[config.mk]
export PLATFORM = sky130hd
export DESIGN_NAME = fpcv_cordic
export DESIGN_NICKNAME = d
export VERILOG_FILES = /design/src/rtl/core/fpcv_pkg.sv /design/src/rtl/core/fpcv_cordic.sv
export SDC_FILE = /design/constraint.sdc
export NUM_CORES = 1
export LEC_CHECK = 0
export BUFFER_PORTS_ARGS = -buffer_cell sky130_fd_sc_hd__buf_2
export CAP_MARGIN = 10
export CORE_ASPECT_RATIO = 0.5
export CORE_MARGIN = 2
export CORE_UTILIZATION = 42
export DETAILED_ROUTE_END_ITERATION = 8
export PLACE_DENSITY = 0.56
export SKIP_LAST_GASP = 1
export SLEW_MARGIN = 20
export SYNTH_ARGS = -nofsm -noshare
export SYNTH_HDL_FRONTEND = slang
export SYNTH_SLANG_ARGS = --single-unit
export TNS_END_PERCENT = 20
[constraint.sdc]
create_clock -name clk -period 8.1 [get_ports clk]
set_clock_uncertainty 0.05 [all_clocks]
set_input_delay 1.62 -clock clk [delete_from_list [all_inputs] [get_ports clk]]
set_output_delay 1.62 -clock clk [all_outputs]
set_load 0.02 [all_outputs]
[src/rtl/core/fpcv_pkg.sv]
`timescale 1ns / 1ps
package fpcv_pkg;
  localparam int TRIG_ITERATIONS_DEF = 16;
  localparam int POS_FRAC_BITS_DEF   = 16;
  localparam int ATAN_ENTRIES        = 24;
  localparam logic [1:0] REQ_MOVE = 2'd0;
  localparam logic [1:0] REQ_LOOK = 2'd1;
  localparam logic [1:0] REQ_SETP = 2'd2;
  localparam logic [1:0] REQ_VIEW = 2'd3;
  localparam logic [2:0] DIR_FWD   = 3'd0;
  localparam logic [2:0] DIR_BACK  = 3'd1;
  localparam logic [2:0] DIR_LEFT  = 3'd2;
  localparam logic [2:0] DIR_RIGHT = 3'd3;
  localparam logic CFG_SPEED = 1'b0;
  localparam logic CFG_SENS  = 1'b1;
  localparam logic signed [15:0] ONE_Q14 = 16'sd16384;
  localparam logic signed [33:0] DEG80  = 34'sd5242880;
  localparam logic signed [33:0] DEG90  = 34'sd5898240;
  localparam logic signed [33:0] DEG180 = 34'sd11796480;
  localparam logic signed [33:0] DEG360 = 34'sd23592960;
  localparam logic signed [33:0] CORDIC_K = 34'sd652032874;

  typedef struct packed {
    logic [1:0]         req_type;
    logic [15:0]        frame_time;
    logic [2:0]         move_dir;
    logic signed [15:0] offset_horiz;
    logic signed [15:0] offset_vert;
    logic signed [31:0] new_x;
    logic signed [31:0] new_y;
    logic signed [31:0] new_z;
  } in_item_t;

  typedef struct packed {
    logic [1:0]         row_index;
    logic signed [31:0] col0;
    logic signed [31:0] col1;
    logic signed [31:0] col2;
    logic signed [31:0] col3;
    logic signed [31:0] cam_x;
    logic signed [31:0] cam_y;
    logic signed [31:0] cam_z;
    logic               last_row;
  } out_item_t;

  typedef struct packed {
    logic               start;
    logic signed [31:0] angle;
  } trig_req_t;

  typedef struct packed {
    logic               done;
    logic signed [15:0] sin_v;
    logic signed [15:0] cos_v;
  } trig_rsp_t;

  function automatic logic signed [31:0] atan_q16(input logic [4:0] i);
    case (i)
      5'd0: return 32'sd2949120;  5'd1: return 32'sd1740967;
      5'd2: return 32'sd919879;   5'd3: return 32'sd466945;
      5'd4: return 32'sd234379;   5'd5: return 32'sd117304;
      5'd6: return 32'sd58666;    5'd7: return 32'sd29335;
      5'd8: return 32'sd14668;    5'd9: return 32'sd7334;
      5'd10: return 32'sd3667;    5'd11: return 32'sd1833;
      5'd12: return 32'sd917;     5'd13: return 32'sd458;
      5'd14: return 32'sd229;     5'd15: return 32'sd115;
      5'd16: return 32'sd57;      5'd17: return 32'sd29;
      5'd18: return 32'sd14;      5'd19: return 32'sd7;
      5'd20: return 32'sd4;       5'd21: return 32'sd2;
      5'd22: return 32'sd1;
      default: return 32'sd0;
    endcase
  endfunction

  function automatic logic signed [31:0] sat32(input logic signed [65:0] v);
    if (v > 66'sh0_7FFF_FFFF) return 32'sh7FFF_FFFF;
    if (v < -66'sh0_8000_0000) return 32'sh8000_0000;
    return v[31:0];
  endfunction
endpackage

[src/rtl/core/fpcv_cordic.sv]
`timescale 1ns / 1ps
module fpcv_cordic #(
  parameter int TRIG_ITERATIONS = fpcv_pkg::TRIG_ITERATIONS_DEF
) (
  input  logic                clk,
  input  logic                rst_n,
  input  fpcv_pkg::trig_req_t req,
  output fpcv_pkg::trig_rsp_t rsp
);
  import fpcv_pkg::*;
  localparam int N = (TRIG_ITERATIONS > ATAN_ENTRIES) ? ATAN_ENTRIES : TRIG_ITERATIONS;

  logic signed [33:0] x_r, y_r, z_r;
  logic [4:0] i_r;
  logic busy_r, flip_r, done_r;
  logic signed [33:0] zm, zr, zf;
  logic fold;
  logic signed [33:0] xs, ys, sr, cr;
  logic signed [15:0] sc, cc;

  always_comb begin
    // pitch and yaw never leave one turn, so a single compare-subtract
    // gives the truncated remainder by 360
    zm = 34'(req.angle);
    if (zm >= DEG360) zm = zm - DEG360;
    else if (zm <= -DEG360) zm = zm + DEG360;
    zr = zm;
    if (zm > DEG180) zr = zm - DEG360;
    else if (zm < -DEG180) zr = zm + DEG360;
    zf = zr;
    fold = 1'b0;
    if (zr > DEG90) begin zf = zr - DEG180; fold = 1'b1; end
    else if (zr < -DEG90) begin zf = zr + DEG180; fold = 1'b1; end
    xs = x_r >>> i_r;
    ys = y_r >>> i_r;
    sr = (y_r + 34'sd32768) >>> 16;
    cr = (x_r + 34'sd32768) >>> 16;
    sc = (sr > 34'sd16384) ? ONE_Q14 : (sr < -34'sd16384) ? -ONE_Q14 : sr[15:0];
    cc = (cr > 34'sd16384) ? ONE_Q14 : (cr < -34'sd16384) ? -ONE_Q14 : cr[15:0];
  end

  always_ff @(posedge clk) begin
    if (!rst_n) begin
      busy_r <= 1'b0;
      done_r <= 1'b0;
    end else begin
      done_r <= !req.start && busy_r && (32'(i_r) == N);
      if (req.start) begin
        busy_r <= 1'b1;
        i_r <= '0;
        x_r <= CORDIC_K;
        y_r <= '0;
        flip_r <= fold;
        z_r <= zf;
      end else if (busy_r) begin
        if (32'(i_r) == N) begin
          busy_r <= 1'b0;
        end else begin
          if (!z_r[33]) begin
            x_r <= x_r - ys; y_r <= y_r + xs; z_r <= z_r - 34'(atan_q16(i_r));
          end else begin
            x_r <= x_r + ys; y_r <= y_r - xs; z_r <= z_r + 34'(atan_q16(i_r));
          end
          i_r <= i_r + 5'd1;
        end
      end
    end
  end

  assign rsp.done  = done_r;
  assign rsp.sin_v = flip_r ? -sc : sc;
  assign rsp.cos_v = flip_r ? -cc : cc;
endmodule

==> impl_metrics.ini <==
[status]
run_status = completed

[layout]
syn_to_final_growth_pct = 7.628
drive_above_1_share_pct = 12.32
fillers = 4580
nets = 2591
antenna_cells = 0
post-route-util_pct = 46.23

[floorplanning]
floorplan.initialDensity_pct = 42.96
fp.dieH_um = 156.6
die_width_um = 309.3
num_rows = 55
coreArea_um2 = 45560
io_pins = 68
die_area_um2 = 48440

[yosys]
synth-seq-area-share_pct = 19.03
synthCells = 2445
synth_warnings = 0
synth.distinct_cells = 90
ys_async_sr_fraction_pct = 0
yosys_most_used_dff = edfxtp_1
synth_top_area_share_pct = 16.57
syn_nets = 2605
synth_area_um2 = 19570
yosys.area.top_type = edfxtp_1
postSynthAreaPerCell_um2 = 8.004
synth-edff-count = 108
ys_seq_elements = 132
synth_area_leaders = edfxtp_1, mux4_2, ha_1, xnor2_1, nor2_1

[placement]
dp_hpwl_um = 43080
gp_congestion = 0.9517
portBuffers = 67

[worst_setup_path]
crit_type = reg2reg
r2r_end = y_r[33]
critPathSlowestCell = edfxtp_1
crit_path_start_kind = register
crit_arrival_ns = 7.57
rrSetupSlack_ns = 0.66
cp.depth = 27
worstPathMaxFanout = 14
cp_num_buf_inv = 2
critical_path.top_delay_family = compound AO/OA/AOI/OAI gates
crit_path_end = y_r[33]
reg2reg_depth = 27
r2r_start = i_r[0]
cp_slowest_stage_delay_ns = 0.80
crit_required_ns = 8.23
endpoint_kind = register
crit_start = i_r[0]

[clock_network]
path_clk_slew_ns = 0.08
cts.sinks = 132
clock_path_buffers = 2
root_buffer = clkbuf_16
cts_resized = 0
cts-hold-fix-buffers = 0
tritoncts = built
htreeDepth = 4
cts_buffers = 17
worstSkewPairLatency_ns = 0.46

[sta]
worst_pin_slew_ns = 1.170
fin_crit_ns = 7.442
period_share_pct = 91.88
fin_tns_setup_ns = 0
rsz0062_at_grt = no
fmax_ghz = 0.1344
max_slew_margin_pct = 22.00
hold_violations = 0
setup_viol = 0
slew_violations = 0

[global_routing]
grt_util_all_layers_pct = 23.34
grt_max_degree = 92
overflow = 0
antenna_found_initial = 0
grt_pass1_vias = 16800
grt_pass1_wl_um = 90740

[detailed_routing]
vias = 18340
drtIter0Drc = 1560
postRouteAntennaNets = 0
via_per_inst = 5.973
drt_first_pass_iters = 6
routed_wirelength_um = 57120
post-route-drc-count = 0
wl_per_cell_um = 18.60

[pwr]
powerDensity_nw_per_um2 = 390.4
peakVddDrop_v = 0.0001545
p_leak_nw = 8.191

[min_path]
hold_class = reg2reg

[flow_run]
max-cap-violations = 0
[worst reg2reg max path: cells and delay by family, from the launching register on]
family                   cells  cell delay (ns)
buffers and inverters        2             0.34
adder cells (fa/ha/maj)      2             0.49
flip-flops                   1             0.80
XOR/XNOR                     2             0.30
multiplexers                 2             1.07
AO/OA/AOI/OAI                9             2.29
AND/OR/NAND/NOR             10             1.84
[final cells by class]
cell class / instances / area (um2) / area share [%]
Inverter: 75 / 284.0 / 1.349
Clock buffer: 18 / 439.2 / 2.085
Multi-Input combinational cell: 2098 / 14990 / 71.19
Sequential cell: 132 / 3724 / 17.68
Timing Repair Buffer: 107 / 670.6 / 3.184
Tap cell: 627 / 784.5 / 3.725
Clock inverter: 14 / 165.2 / 0.7842
[synthesized netlist by cell type, drive strengths merged, types with 7 or more instances]
library cell	n
nand2b	38
mux2i	72
and2	37
a31oi	37
nand4	12
nor3	67
a211o	10
edfxtp	108
o31ai	16
buf	37
xor2	104
nor2b	25
a2111oi	13
a2bb2oi	7
or2	15
or4	8
o211ai	22
a211oi	33
nand2	223
and3b	7
and3	30
mux4	68
mux2	49
o21a	50
ha	122
nor3b	7
o21bai	15
a31o	9
clkbuf	102
dfxtp	24
o21ai	156
nor4	18
nor2	282
xnor2	127
o211a	8
o22ai	16
inv	74
or3	18
a22o	8
nand3	63
a21oi	194
a21o	23
[power breakdown]
part	leakage (nW)	internal (W)	switching (W)	total (W)
clock network	0.297	0.000472	0.000361	0.000833
logic	6.65	0.00256	0.00323	0.00579
registers	1.24	0.00112	0.000481	0.00160
[placed cells by master, fill, tap and decap left out, types with 24 or more instances in the layout]
master / Yosys / final
buf_2: 10 / 66
inv_1: 73 / 73
nand2b_1: 38 / 38
nor2_1: 282 / 282
a211oi_1: 31 / 31
xor2_1: 104 / 104
xnor2_1: 126 / 126
buf_4: 3 / 37
a21oi_1: 193 / 193
o21ai_0: 153 / 153
and3_1: 30 / 30
o21a_1: 50 / 50
mux2_2: 49 / 49
nand2_1: 223 / 223
mux2i_1: 72 / 72
edfxtp_1: 108 / 108
a31oi_1: 37 / 37
nor2b_1: 25 / 25
dfxtp_1: 24 / 24
mux4_2: 68 / 68
and2_1: 37 / 37
nor3_1: 67 / 67
ha_1: 122 / 122
nand3_1: 63 / 63
[through the flow]
stage / power (W) / hold slack, ns / cell area [um2] / worst slack (ns) / std cells
global route: 0.008975 / 0.4448 / 21060 / 0.01184 / 3071
floorplan: 0.005987 / 0.3737 / 19570 / 0.9062 / 2445
global placement: 0.007289 / 0.4412 / 20430 / 0.5755 / 3037
detailed placement: 0.007288 / 0.4422 / 20430 / 0.3570 / 3037
finish: 0.008222 / 0.4200 / 21060 / 0.6579 / 3071
CTS: 0.008182 / 0.4408 / 21040 / 0.3119 / 3069
[per-layer routing]
layer	up-vias	global-route usage, %	routed length (um)
li1	9028	-	-
met1	8596	32.52	26750
met2	635	37.07	24920
met3	84	3.873	4183
met4	0	6.958	1269
met5	-	0	0
[cell families after synthesis]
family / after synthesis / synth area share [%]
AND/OR/NAND/NOR: 865 / 21.04
AO/OA/AOI/OAI: 688 / 22.76
XOR/XNOR: 231 / 10.38
buffers and inverters: 215 / 4.354
multiplexers: 189 / 14.33
flip-flops: 132 / 19.03
adder cells (fa/ha/maj): 125 / 8.107
[repair_timing]
item | 4_1_cts | 5_1_grt
buffers inserted | 0 | 1
endpoints found under the hold margin | 0 | 0
endpoints found under the setup margin | 0 | 3
[worst min path at each step]
stage | startpoint | end | slack (ns) | cells after the start
finish | busy_r | done_r | 0.42 | 2
global route | busy_r | done_r | 0.44 | 2
CTS | busy_r | done_r | 0.44 | 2
detailed placement | busy_r | done_r | 0.44 | 2
global placement | busy_r | done_r | 0.44 | 2
floorplan | busy_r | done_r | 0.37 | 2
Note: power is estimated with default switching activity, not from simulation.
